--- config.mk ---
export PLATFORM = sky130hd
export DESIGN_NAME = speech_segment_coalescer
export DESIGN_NICKNAME = d
export VERILOG_FILES = /design/src/rtl/core/ssc_pkg.sv /design/src/rtl/core/ssc_cfg_regs.sv /design/src/rtl/core/ssc_core.sv /design/src/rtl/core/ssc_out_reg.sv /design/src/rtl/core/speech_segment_coalescer.sv
export SDC_FILE = /design/constraint.sdc
export NUM_CORES = 1
export LEC_CHECK = 0
export CAP_MARGIN = 10
export CELL_PAD_IN_SITES_DETAIL_PLACEMENT = 2
export CELL_PAD_IN_SITES_GLOBAL_PLACEMENT = 2
export CORE_MARGIN = 10
export CORE_UTILIZATION = 44
export CTS_BUF_LIST = sky130_fd_sc_hd__clkbuf_4 sky130_fd_sc_hd__clkbuf_8
export DETAILED_ROUTE_END_ITERATION = 10
export DONT_BUFFER_PORTS = 1
export GPL_ROUTABILITY_DRIVEN = 0
export PLACE_DENSITY_LB_ADDON = 0.12
export SKIP_CTS_REPAIR_TIMING = 1
export SYNTH_ARGS = -nofsm -noshare
export SYNTH_HDL_FRONTEND = slang
export SYNTH_SLANG_ARGS = --single-unit
export TNS_END_PERCENT = 10
--- constraint.sdc ---
create_clock -name clk -period 13.4 [get_ports clk]
set_input_delay 1.34 -clock clk [delete_from_list [all_inputs] [get_ports clk]]
set_output_delay 1.34 -clock clk [all_outputs]
set_load 0.005 [all_outputs]
--- src/rtl/core/ssc_pkg.sv ---
// Shared types and constants for the speech segment coalescer.
// No dependencies; every other file in rtl/core imports this package.
package ssc_pkg;

    localparam int unsigned TIME_W = 32;
    localparam int unsigned CFG_INDEX_W = 3;

    typedef logic [TIME_W-1:0] time_t;

    // Operation codes of an input request
    localparam logic OP_SEGMENT = 1'b0;
    localparam logic OP_FLUSH   = 1'b1;

    // Configuration register indexes
    localparam logic [CFG_INDEX_W-1:0] REG_MERGE_GAP     = 3'd0;
    localparam logic [CFG_INDEX_W-1:0] REG_MIN_PIECE     = 3'd1;
    localparam logic [CFG_INDEX_W-1:0] REG_COMPACT_GAP   = 3'd2;
    localparam logic [CFG_INDEX_W-1:0] REG_WINDOW_START  = 3'd3;
    localparam logic [CFG_INDEX_W-1:0] REG_WINDOW_END    = 3'd4;
    localparam logic [CFG_INDEX_W-1:0] REG_WINDOW_END_EN = 3'd5;

    // Reset values, in samples at 48 kHz
    localparam time_t MERGE_GAP_RESET   = 32'd38400;
    localparam time_t MIN_PIECE_RESET   = 32'd14400;
    localparam time_t COMPACT_GAP_RESET = 32'd48000;

    typedef struct packed {
        logic  operation;
        time_t segment_start;
        time_t segment_end;
    } ssc_in_t;

    typedef struct packed {
        time_t compact_position;
        time_t piece_start;
        time_t piece_length;
    } ssc_out_t;

    typedef struct packed {
        time_t merge_gap_samples;
        time_t min_piece_samples;
        time_t compact_gap_samples;
        time_t window_start;
        time_t window_end;
        logic  window_end_enabled;
    } ssc_cfg_t;

    // Result handed from the coalescing stage to the output register
    typedef struct packed {
        logic     valid;
        ssc_out_t data;
    } ssc_res_t;

endpackage

--- src/rtl/core/ssc_cfg_regs.sv ---
// Configuration register file of the speech segment coalescer.
// Depends on ssc_pkg for the register indexes and the ssc_cfg_t bundle.
module ssc_cfg_regs (
    input  logic                             clk,
    input  logic                             rst_n,
    input  logic                             cfg_write,
    input  logic [ssc_pkg::CFG_INDEX_W-1:0]  cfg_index,
    input  logic [ssc_pkg::TIME_W-1:0]       cfg_data,
    output ssc_pkg::ssc_cfg_t                cfg
);
    import ssc_pkg::*;

    ssc_cfg_t cfg_reg;
    ssc_cfg_t cfg_next;

    always_comb
    begin
        cfg_next = cfg_reg;
        if (cfg_write)
        begin
            case (cfg_index)
                REG_MERGE_GAP:     cfg_next.merge_gap_samples   = cfg_data;
                REG_MIN_PIECE:     cfg_next.min_piece_samples   = cfg_data;
                REG_COMPACT_GAP:   cfg_next.compact_gap_samples = cfg_data;
                REG_WINDOW_START:  cfg_next.window_start        = cfg_data;
                REG_WINDOW_END:    cfg_next.window_end          = cfg_data;
                REG_WINDOW_END_EN: cfg_next.window_end_enabled  = cfg_data[0];
                default:           cfg_next = cfg_reg;
            endcase
        end
    end

    always_ff @(posedge clk or negedge rst_n)
    begin
        if (!rst_n)
        begin
            cfg_reg.merge_gap_samples   <= MERGE_GAP_RESET;
            cfg_reg.min_piece_samples   <= MIN_PIECE_RESET;
            cfg_reg.compact_gap_samples <= COMPACT_GAP_RESET;
            cfg_reg.window_start        <= '0;
            cfg_reg.window_end          <= '0;
            cfg_reg.window_end_enabled  <= 1'b0;
        end
        else
        begin
            cfg_reg <= cfg_next;
        end
    end

    assign cfg = cfg_reg;

endmodule

--- src/rtl/core/ssc_core.sv ---
// Input register, pending-piece state and coalescing logic.
// Depends on ssc_pkg; feeds any result of a request to ssc_out_reg.
module ssc_core (
    input  logic              clk,
    input  logic              rst_n,
    input  ssc_pkg::ssc_cfg_t cfg,
    input  logic              in_valid,
    output logic              in_stall,
    input  ssc_pkg::ssc_in_t  in_data,
    input  logic              res_ready,
    output ssc_pkg::ssc_res_t res
);
    import ssc_pkg::*;

    logic    s1_valid_reg, s1_valid_next;
    ssc_in_t s1_data_reg;

    logic    pend_valid_reg, pend_valid_next;
    time_t   pend_start_reg, pend_start_next;
    time_t   pend_end_reg, pend_end_next;
    time_t   cursor_reg, cursor_next;

    logic    fire;
    logic    accept;
    logic    is_flush;
    logic    skip;
    logic    merge;
    logic    emit_ok;
    logic    emit;
    time_t   seg_start;
    time_t   seg_end;
    time_t   piece_len;
    logic [TIME_W+1:0] cursor_sum;
    time_t   cursor_adv;

    assign fire     = s1_valid_reg && res_ready;
    assign in_stall = s1_valid_reg && !res_ready;
    assign accept   = in_valid && !in_stall;

    always_comb
    begin
        s1_valid_next = s1_valid_reg;
        if (accept)
            s1_valid_next = 1'b1;
        else if (fire)
            s1_valid_next = 1'b0;
    end

    // Clip the request to the window
    assign is_flush  = (s1_data_reg.operation == OP_FLUSH);
    assign skip      = (s1_data_reg.segment_end <= cfg.window_start)
                    || (cfg.window_end_enabled
                        && s1_data_reg.segment_start >= cfg.window_end);
    assign seg_start = (s1_data_reg.segment_start < cfg.window_start)
                     ? cfg.window_start : s1_data_reg.segment_start;
    assign seg_end   = (cfg.window_end_enabled && s1_data_reg.segment_end > cfg.window_end)
                     ? cfg.window_end : s1_data_reg.segment_end;

    // Overlap always joins; otherwise join when the gap is short enough
    assign merge = pend_valid_reg
                && ((seg_start < pend_end_reg)
                    || ((seg_start - pend_end_reg) < cfg.merge_gap_samples));

    // Reversed pieces are never emitted
    assign piece_len = pend_end_reg - pend_start_reg;
    assign emit_ok   = pend_valid_reg && (pend_end_reg >= pend_start_reg)
                    && (piece_len >= cfg.min_piece_samples);

    assign cursor_sum = {2'b00, cursor_reg} + {2'b00, piece_len}
                      + {2'b00, cfg.compact_gap_samples};
    assign cursor_adv = (cursor_sum[TIME_W+1:TIME_W] != 2'b00)
                      ? {TIME_W{1'b1}} : cursor_sum[TIME_W-1:0];

    always_comb
    begin
        emit            = 1'b0;
        pend_valid_next = pend_valid_reg;
        pend_start_next = pend_start_reg;
        pend_end_next   = pend_end_reg;
        cursor_next     = cursor_reg;
        if (fire)
        begin
            if (is_flush)
            begin
                emit            = emit_ok;
                pend_valid_next = 1'b0;
                pend_start_next = '0;
                pend_end_next   = '0;
                cursor_next     = '0;
            end
            else if (skip)
            begin
                emit = 1'b0;
            end
            else if (merge)
            begin
                if (seg_end > pend_end_reg)
                    pend_end_next = seg_end;
            end
            else
            begin
                emit            = emit_ok;
                pend_valid_next = 1'b1;
                pend_start_next = seg_start;
                pend_end_next   = seg_end;
                if (emit_ok)
                    cursor_next = cursor_adv;
            end
        end
    end

    always_comb
    begin
        res.valid                 = emit;
        res.data.compact_position = cursor_reg;
        res.data.piece_start      = pend_start_reg;
        res.data.piece_length     = piece_len;
    end

    always_ff @(posedge clk or negedge rst_n)
    begin
        if (!rst_n)
        begin
            s1_valid_reg   <= 1'b0;
            pend_valid_reg <= 1'b0;
            pend_start_reg <= '0;
            pend_end_reg   <= '0;
            cursor_reg     <= '0;
        end
        else
        begin
            s1_valid_reg   <= s1_valid_next;
            pend_valid_reg <= pend_valid_next;
            pend_start_reg <= pend_start_next;
            pend_end_reg   <= pend_end_next;
            cursor_reg     <= cursor_next;
        end
    end

    always_ff @(posedge clk)
    begin
        if (accept)
            s1_data_reg <= in_data;
    end

endmodule

--- src/rtl/core/ssc_out_reg.sv ---
// Result register on the output channel of the speech segment coalescer.
// Depends on ssc_pkg for ssc_res_t and ssc_out_t.
module ssc_out_reg (
    input  logic               clk,
    input  logic               rst_n,
    input  ssc_pkg::ssc_res_t  res,
    input  logic               res_load,
    output logic               res_ready,
    output logic               out_valid,
    input  logic               out_stall,
    output ssc_pkg::ssc_out_t  out_data
);
    import ssc_pkg::*;

    logic     valid_reg, valid_next;
    ssc_out_t data_reg;

    // Free when empty or when the held result leaves this cycle
    assign res_ready = !valid_reg || !out_stall;

    always_comb
    begin
        valid_next = valid_reg;
        if (res_load)
            valid_next = res.valid;
        else if (!out_stall)
            valid_next = 1'b0;
    end

    always_ff @(posedge clk or negedge rst_n)
    begin
        if (!rst_n)
            valid_reg <= 1'b0;
        else
            valid_reg <= valid_next;
    end

    always_ff @(posedge clk)
    begin
        if (res_load && res.valid)
            data_reg <= res.data;
    end

    assign out_valid = valid_reg;
    assign out_data  = data_reg;

endmodule

--- src/rtl/core/speech_segment_coalescer.sv ---
// Speech segment coalescer: takes time-ordered speech segments (start and
// exclusive end sample), clips them to a window, joins close ones and emits
// finished pieces with their place in a compacted timeline. A request can be
// taken every cycle. It is held in an input register, and at the next edge at
// which the result register is free the coalescing logic updates the pending
// piece and loads any result into the result register, which presents it.
// Throughput is one request per cycle, set by the pending-piece state loop;
// the input stalls only while a request is held behind a result that the
// receiver is stalling. Configuration writes take effect on the next cycle and
// belong between tracks, while nothing is in flight.
module speech_segment_coalescer (
    input  logic                             clk,
    input  logic                             rst_n,
    input  logic                             cfg_write,
    input  logic [ssc_pkg::CFG_INDEX_W-1:0]  cfg_index,
    input  logic [ssc_pkg::TIME_W-1:0]       cfg_data,
    input  logic                             in_valid,
    output logic                             in_stall,
    input  ssc_pkg::ssc_in_t                 in_data,
    output logic                             out_valid,
    input  logic                             out_stall,
    output ssc_pkg::ssc_out_t                out_data
);
    import ssc_pkg::*;

    ssc_cfg_t cfg;
    ssc_res_t res;
    logic     res_ready;
    logic     res_load;
    logic     core_busy;
    logic     busy_reg, busy_next;

    ssc_cfg_regs u_cfg (
        .clk       (clk),
        .rst_n     (rst_n),
        .cfg_write (cfg_write),
        .cfg_index (cfg_index),
        .cfg_data  (cfg_data),
        .cfg       (cfg)
    );

    ssc_core u_core (
        .clk       (clk),
        .rst_n     (rst_n),
        .cfg       (cfg),
        .in_valid  (in_valid),
        .in_stall  (in_stall),
        .in_data   (in_data),
        .res_ready (res_ready),
        .res       (res)
    );

    // The core processes its held request whenever the output side is free
    assign res_load = !in_stall && res_ready && core_busy;

    always_comb
    begin
        busy_next = busy_reg;
        if (in_valid && !in_stall)
            busy_next = 1'b1;
        else if (res_ready)
            busy_next = 1'b0;
    end

    always_ff @(posedge clk or negedge rst_n)
    begin
        if (!rst_n)
            busy_reg <= 1'b0;
        else
            busy_reg <= busy_next;
    end

    assign core_busy = busy_reg;

    ssc_out_reg u_out (
        .clk       (clk),
        .rst_n     (rst_n),
        .res       (res),
        .res_load  (res_load),
        .res_ready (res_ready),
        .out_valid (out_valid),
        .out_stall (out_stall),
        .out_data  (out_data)
    );

endmodule
==> impl_metrics.py, run 1 <==
metrics = {
    "sta": {
        "worst_pin_slew_ns": 1.21,
        "setup_viol": 0,
        "max_freq_mhz": 93.9,
        "setup_tns_ns": 0,
        "hold_violations": 0,
        "timing.final.crit_share_pct": 79.5,
        "rsz0062_at_grt": "false",
        "skew_ns": 0.0439,
        "drv_slew": 0,
        "timing.final.crit_period_ns": 10.65,
        "relSlewSlack_pct": 17.3,
    },
    "synth": {
        "synth_nets": 3052,
        "syn_area_um2": 26700,
        "syn_inst": 2593,
        "ys_seq_area_share_pct": 42.6,
        "yosysMostFrequentCell": "ha_1",
        "synthFlopType": "dfrtp_1",
        "yosysTopAreaCell": "dfrtp_1",
        "ys_warn_count": 0,
        "synth_common_cells": "350 x ha_1, 283 x inv_1, 246 x dfrtp_1, 190 x o21ai_0, 180 x nand2_1",
        "synthArstFlopShare_pct": 61.8,
        "synthTopCellsByArea": "dfrtp_1 23%, edfxtp_1 18%, ha_1 16%",
        "synthDistinctLibCells": 67,
        "synth_top_area_share_pct": 23.0,
        "synth.avg_cell_area_um2": 10.3,
        "ys_seq_elements": 422,
        "synth-edff-count": 161,
    },
    "setup_path": {
        "critPathRequiredTime_ns": 13.68,
        "slowest_delay_ns": 1.03,
        "crit_arrival_ns": 10.93,
        "end_kind": "flip-flop",
        "crit_path_top_delay_cell": "a2111oi_0",
        "cp_max_fo": 72,
        "startpoint_type": "flip-flop",
        "crit_type": "reg -> reg",
    },
    "clock_tree": {
        "cts_inserted_buffers": 80,
        "clockRootBuffer": "clkbuf_8",
        "clk_pin_slew_ns": 0.06,
        "clk_latency_ns": 0.70,
        "clockBufferDepth": 3,
        "cts_sinks": 422,
        "cts_max_level": 3,
        "tritoncts": "built",
    },
    "grt": {
        "gr-usage-all-layers_pct": 26.1,
        "grt-ovfl-total": 0,
        "grt_pass1_vias": 23300,
        "grt_max_degree": 262,
        "antenna_found_initial": 11,
        "grt_pass1_wl_um": 142000,
    },
    "routing": {
        "detail_route.wirelength_um": 93200,
        "drtIter0Drc": 974,
        "viasPerCell": 5.94,
        "drt_pass1_iterations": 5,
        "postRouteAntennaNets": 0,
        "drc_errors": 0,
        "vias": 20700,
        "wl_per_cell_um": 26.8,
    },
    "finish": {
        "drive_gt1_share_pct": 9.85,
        "final_net_count": 3084,
        "syn_to_final_growth_pct": 9.90,
        "largest_reg_flops": 161,
    },
    "die": {
        "die_h_um": 266,
        "pin_count": 203,
        "num_rows": 90,
        "initial_core_util_pct": 44.4,
        "core_area_um2": 60200,
        "fp.dieW_um": 266,
        "die-area_um2": 71000,
    },
    "flow_run": {
        "maxCapViolations": 0,
    },
    "placement": {
        "place.detailed.hpwl_um": 73000,
        "port_buffers": 0,
    },
    "status": {
        "status": "finished clean",
    },
    "worst_hold_path": {
        "hold_class": "in -> async",
    },
}
==> final timing paths <==
| path | startpoint | end | slack, ns | cells after the start |
|---|---|---|---|---|
| worst max-delay path | u_cfg.cfg[52]$_DFFE_PN0P_ | u_out.out_data[5]$_DFFE_PP_ | 2.75 | 33 |
| worst min-delay path | rst_n | u_core.cursor_reg[17]$_DFFE_PN0P_ | 0.36 | 0 |
| worst max register to register | u_cfg.cfg[52]$_DFFE_PN0P_ | u_out.out_data[5]$_DFFE_PP_ | 2.75 | 33 |
| worst min register to register | u_core.cursor_reg[15]$_DFFE_PN0P_ | u_out.out_data[79]$_DFFE_PP_ | 0.47 | 0 |
| max in group asynchronous | rst_n | u_cfg.cfg[21]$_DFFE_PN0P_ | 12.52 | 0 |
| min in group clk | u_core.cursor_reg[15]$_DFFE_PN0P_ | u_out.out_data[79]$_DFFE_PP_ | 0.47 | 0 |
==> through the flow <==
stage	area [um2]	util [%]	std cells	hold WS, ns	worst slack (ns)
floorplan	26700	-	2593	0.447	2.12
global placement	27600	45.8	3325	0.479	3.37
detailed placement	27600	45.8	3325	0.489	2.69
CTS	29400	48.7	3473	0.311	2.65
global route	29400	48.8	3478	0.310	1.86
finish	29400	48.8	3482	0.358	2.75
==> layout make-up <==
cell class | instances | area (um2)
antenna | 9 | 22.5
inverter | 283 | 1060
tap | 782 | 978
multi-input combinational | 1822 | 14100
fill | 6126 | 30900
timing repair buffer | 16 | 120
clock buffer | 125 | 1560
clock inverter | 23 | 174
sequential | 422 | 11400
==> cells by family (layout without fill, tap and decap cells) <==
logic type / after synthesis / count (layout) / share of synthesized area, %
fa+ha+maj: 354 / 354 / 16.7
mux: 132 / 132 / 5.26
other cells: 0 / 9 / 0
xor+xnor: 106 / 106 / 3.47
buf+inv: 349 / 447 / 5.01
flops: 422 / 422 / 42.6
compound gates: 732 / 732 / 18.1
simple gates: 498 / 498 / 8.94
==> critical path: cells and delay by family, from the launching register on <==
kind | cells | cell delay (ns)
fa+ha+maj | 3 | 0.87
compound gates | 17 | 5.01
mux | 1 | 0.31
buf+inv | 5 | 1.64
flops | 1 | 0.36
simple gates | 7 | 1.91
==> placed cells by master (no fill, tap or decap), drive strengths merged, types with 24 or more instances in the layout <==
cell type	n
dfrtp	246
xor2	29
xnor2	77
nor2	90
ha	350
nand2	180
mux2	68
clkbuf	125
nor2b	24
inv	284
nand3	40
nand4	46
a21oi	162
nor3	33
a21o	111
a221o	38
o2bb2ai	65
edfxtp	161
mux2i	64
o21ai	193
==> metal layers <==
metal  GRT usage, %  wire (um)  vias up
li1               -          -     9555
met5              0         13        -
met2           43.8      44000      413
met4           8.26       2820        2
met3           4.51       3750      144
met1           33.9      42600    10600
Power of run 1 is not shown: default switching activity piles up to over one toggle a cycle in this logic, so the estimate is an artifact.
==> inputs of run 2 (changes only) <==
--- a/config.mk
+++ b/config.mk
@@ -5,11 +5,12 @@
 export SDC_FILE = /design/constraint.sdc
 export NUM_CORES = 1
 export LEC_CHECK = 0
+export ABC_AREA = 1
 export CAP_MARGIN = 10
 export CELL_PAD_IN_SITES_DETAIL_PLACEMENT = 2
 export CELL_PAD_IN_SITES_GLOBAL_PLACEMENT = 2
 export CORE_MARGIN = 10
-export CORE_UTILIZATION = 44
+export CORE_UTILIZATION = 36
 export CTS_BUF_LIST = sky130_fd_sc_hd__clkbuf_4 sky130_fd_sc_hd__clkbuf_8
 export DETAILED_ROUTE_END_ITERATION = 10
 export DONT_BUFFER_PORTS = 1
==> constraint.sdc (replaced) <==
create_clock -name clk -period 9.5 [get_ports clk]
set_input_delay 0.95 -clock clk [delete_from_list [all_inputs] [get_ports clk]]
set_output_delay 0.95 -clock clk [all_outputs]
set_load 0.005 [all_outputs]
==> run 2 against run 1 <==
  * Count of clock-buffer cells in the layout down 5
  * Critical path depth down 2
  * Largest cell class unchanged
  * Area after synthesis up 8.5%
  * Worst hold slack worse by 0.26 ns
  * Register-to-register slack worse by 1.7 ns
  * Wire length up 26%
  * Synthesized cell count up 44%
  * Die area up 30%
  * Final area up 9.4%
  * Maximum frequency up 26%
  * Setup slack worse by 1.7 ns
  * First-iteration DRC count up 19%
  * Critical endpoint is now u_out.out_data[62]$_DFFE_PP_
==> impl_metrics.py, run 2 <==
metrics = {
    "routing": {
        "viasPerCell": 5.32,
        "vias": 26200,
        "wl_per_cell_um": 23.9,
        "drtIter0Drc": 1163,
        "postRouteAntennaNets": 0,
        "detail_route.wirelength_um": 118000,
        "drt_pass1_iterations": 5,
        "drc_errors": 0,
    },
    "sta": {
        "hold_violations": 0,
        "skew_ns": 0.0497,
        "timing.final.crit_period_ns": 8.42,
        "relSlewSlack_pct": 10.9,
        "setup_viol": 0,
        "max_freq_mhz": 119,
        "rsz0062_at_grt": "false",
        "setup_tns_ns": 0,
        "worst_pin_slew_ns": 1.34,
        "timing.final.crit_share_pct": 88.7,
        "drv_slew": 0,
    },
    "setup_path": {
        "r2r_setup_slack_ns": 1.08,
        "startpoint_type": "flip-flop",
        "cp_max_fo": 66,
        "ff2ff_path_depth": 31,
        "crit_type": "reg -> reg",
        "worst_path_most_repeated_cell": "nand2_1",
        "end_kind": "flip-flop",
        "startpoint": "u_core.s1_data_reg[63]$_DFFE_PP_",
        "crit_arrival_ns": 8.73,
        "r2r_start": "u_core.s1_data_reg[63]$_DFFE_PP_",
        "slowest_delay_ns": 0.73,
        "critPathRequiredTime_ns": 9.80,
        "endpoint": "u_out.out_data[62]$_DFFE_PP_",
        "crit_path_top_delay_cell": "buf_4",
        "r2r-end": "u_out.out_data[62]$_DFFE_PP_",
    },
    "grt": {
        "grt_pass1_vias": 29500,
        "gr-usage-all-layers_pct": 24.6,
        "grt_pass1_wl_um": 177000,
        "grt_max_degree": 262,
        "antenna_found_initial": 16,
        "grt-ovfl-total": 0,
    },
    "flow_run": {
        "maxCapViolations": 0,
    },
    "die": {
        "core_area_um2": 80200,
        "num_rows": 104,
        "pin_count": 203,
        "die-area_um2": 92300,
        "fp.dieW_um": 304,
        "die_h_um": 304,
        "initial_core_util_pct": 36.2,
    },
    "synth": {
        "synth_nets": 4201,
        "synth_top_area_share_pct": 21.2,
        "synth.avg_cell_area_um2": 7.75,
        "ys_seq_area_share_pct": 39.3,
        "synthDistinctLibCells": 43,
        "synthArstFlopShare_pct": 61.8,
        "ys_seq_elements": 422,
        "synth-edff-count": 161,
        "synthFlopType": "dfrtp_1",
        "synthTopCellsByArea": "dfrtp_1 21%, edfxtp_1 17%, ha_1 15%",
        "ys_warn_count": 0,
        "yosysTopAreaCell": "dfrtp_1",
        "syn_inst": 3742,
        "yosysMostFrequentCell": "nand2_1",
        "synth_common_cells": "1088 x nand2_1, 526 x inv_1, 350 x ha_1, 298 x nor2_1, 285 x o21ai_0",
        "syn_area_um2": 29000,
    },
    "worst_hold_path": {
        "hold_class": "in -> async",
    },
    "placement": {
        "place.detailed.hpwl_um": 93800,
        "port_buffers": 0,
        "post_dp_cell_area_um2": 30200,
        "numPlacedInstances": 4746,
    },
    "clock_tree": {
        "clockRootBuffer": "clkbuf_8",
        "cts_max_level": 3,
        "clk_latency_ns": 0.72,
        "tritoncts": "built",
        "clk_pin_slew_ns": 0.07,
        "cts_inserted_buffers": 82,
        "clockBufferDepth": 3,
        "cts_sinks": 422,
    },
    "finish": {
        "finish.instance_area_um2": 32200,
        "syn_to_final_growth_pct": 10.9,
        "final_net_count": 4231,
        "finalNonFillerCells": 4913,
        "largest_reg_flops": 161,
        "layout_common_cells": "1084 x nand2_1, 525 x inv_1, 350 x ha_1",
        "drive_gt1_share_pct": 5.31,
        "fill_cells": 9340,
        "final_common_cell": "nand2_1",
        "utilization_pct": 40.1,
    },
    "status": {
        "status": "finished clean",
    },
}
-- run 2: stage by stage --
stage | hold slack, ns | setup slack [ns]
3_5_place_dp | 0.471 | 1.18
6_report | 0.101 | 1.08
5_1_grt | 0.0351 | 0.611
2_1_floorplan | 0.447 | 0.187
3_3_place_gp | 0.465 | 1.55
4_1_cts | -0.126 | 1.12
-- run 2: how the worst min path moves through the flow --
stage / startpoint / end / cells after the start
after floorplan: u_core.pend_start_reg[1]$_DFFE_PN0P_ / u_out.out_data[33]$_DFFE_PP_ / 0
after global placement: u_core.cursor_reg[21]$_DFFE_PN0P_ / u_out.out_data[85]$_DFFE_PP_ / 0
after detailed placement: u_core.pend_start_reg[29]$_DFFE_PN0P_ / u_out.out_data[61]$_DFFE_PP_ / 0
after CTS: rst_n / u_core.cursor_reg[4]$_DFFE_PN0P_ / 0
after global routing: rst_n / u_cfg.cfg[72]$_DFFE_PN1P_ / 0
final: rst_n / u_cfg.cfg[72]$_DFFE_PN1P_ / 0
-- run 2: cell type report --
type	instances	area [um2]	share of cell area [%]
multi-input cells	2718	15300	47.7
flip-flops and latches	422	11400	35.4
inverters	526	1970	6.14
clock buffers	120	1460	4.53
well taps	1060	1330	4.12
clock inverters	34	434	1.35
repair buffers	22	225	0.700
diodes	11	27.5	0.0856
-- run 2: logic make-up (layout without fill, tap and decap cells) --
logic type      Yosys count  after routing  synth area share, %
simple gates           1629           1629                 22.5
compound gates          627            627                 11.6
buf+inv                 602            702                 8.01
flops                   422            422                 39.3
fa+ha+maj               354            354                 15.4
xor+xnor                108            108                 3.26
other cells               0             11                    0
-- run 2: critical path: cells and delay by family, from the launching register on --
family | cells | cell delay, ns
compound gates | 10 | 3.13
simple gates | 15 | 2.36
fa+ha+maj | 3 | 1.03
buf+inv | 2 | 0.83
flops | 1 | 0.45
xor+xnor | 1 | 0.16
-- run 2: metal layers --
layer / track usage [%] / routed length, um / up-vias
li1: - / - / 12300
met1: 30.2 / 51300 / 13100
met2: 42.7 / 57000 / 537
met3: 3.91 / 4490 / 240
met4: 9.75 / 4790 / 8
met5: 0 / 47 / -
Power of run 2 is left out for the same reason.
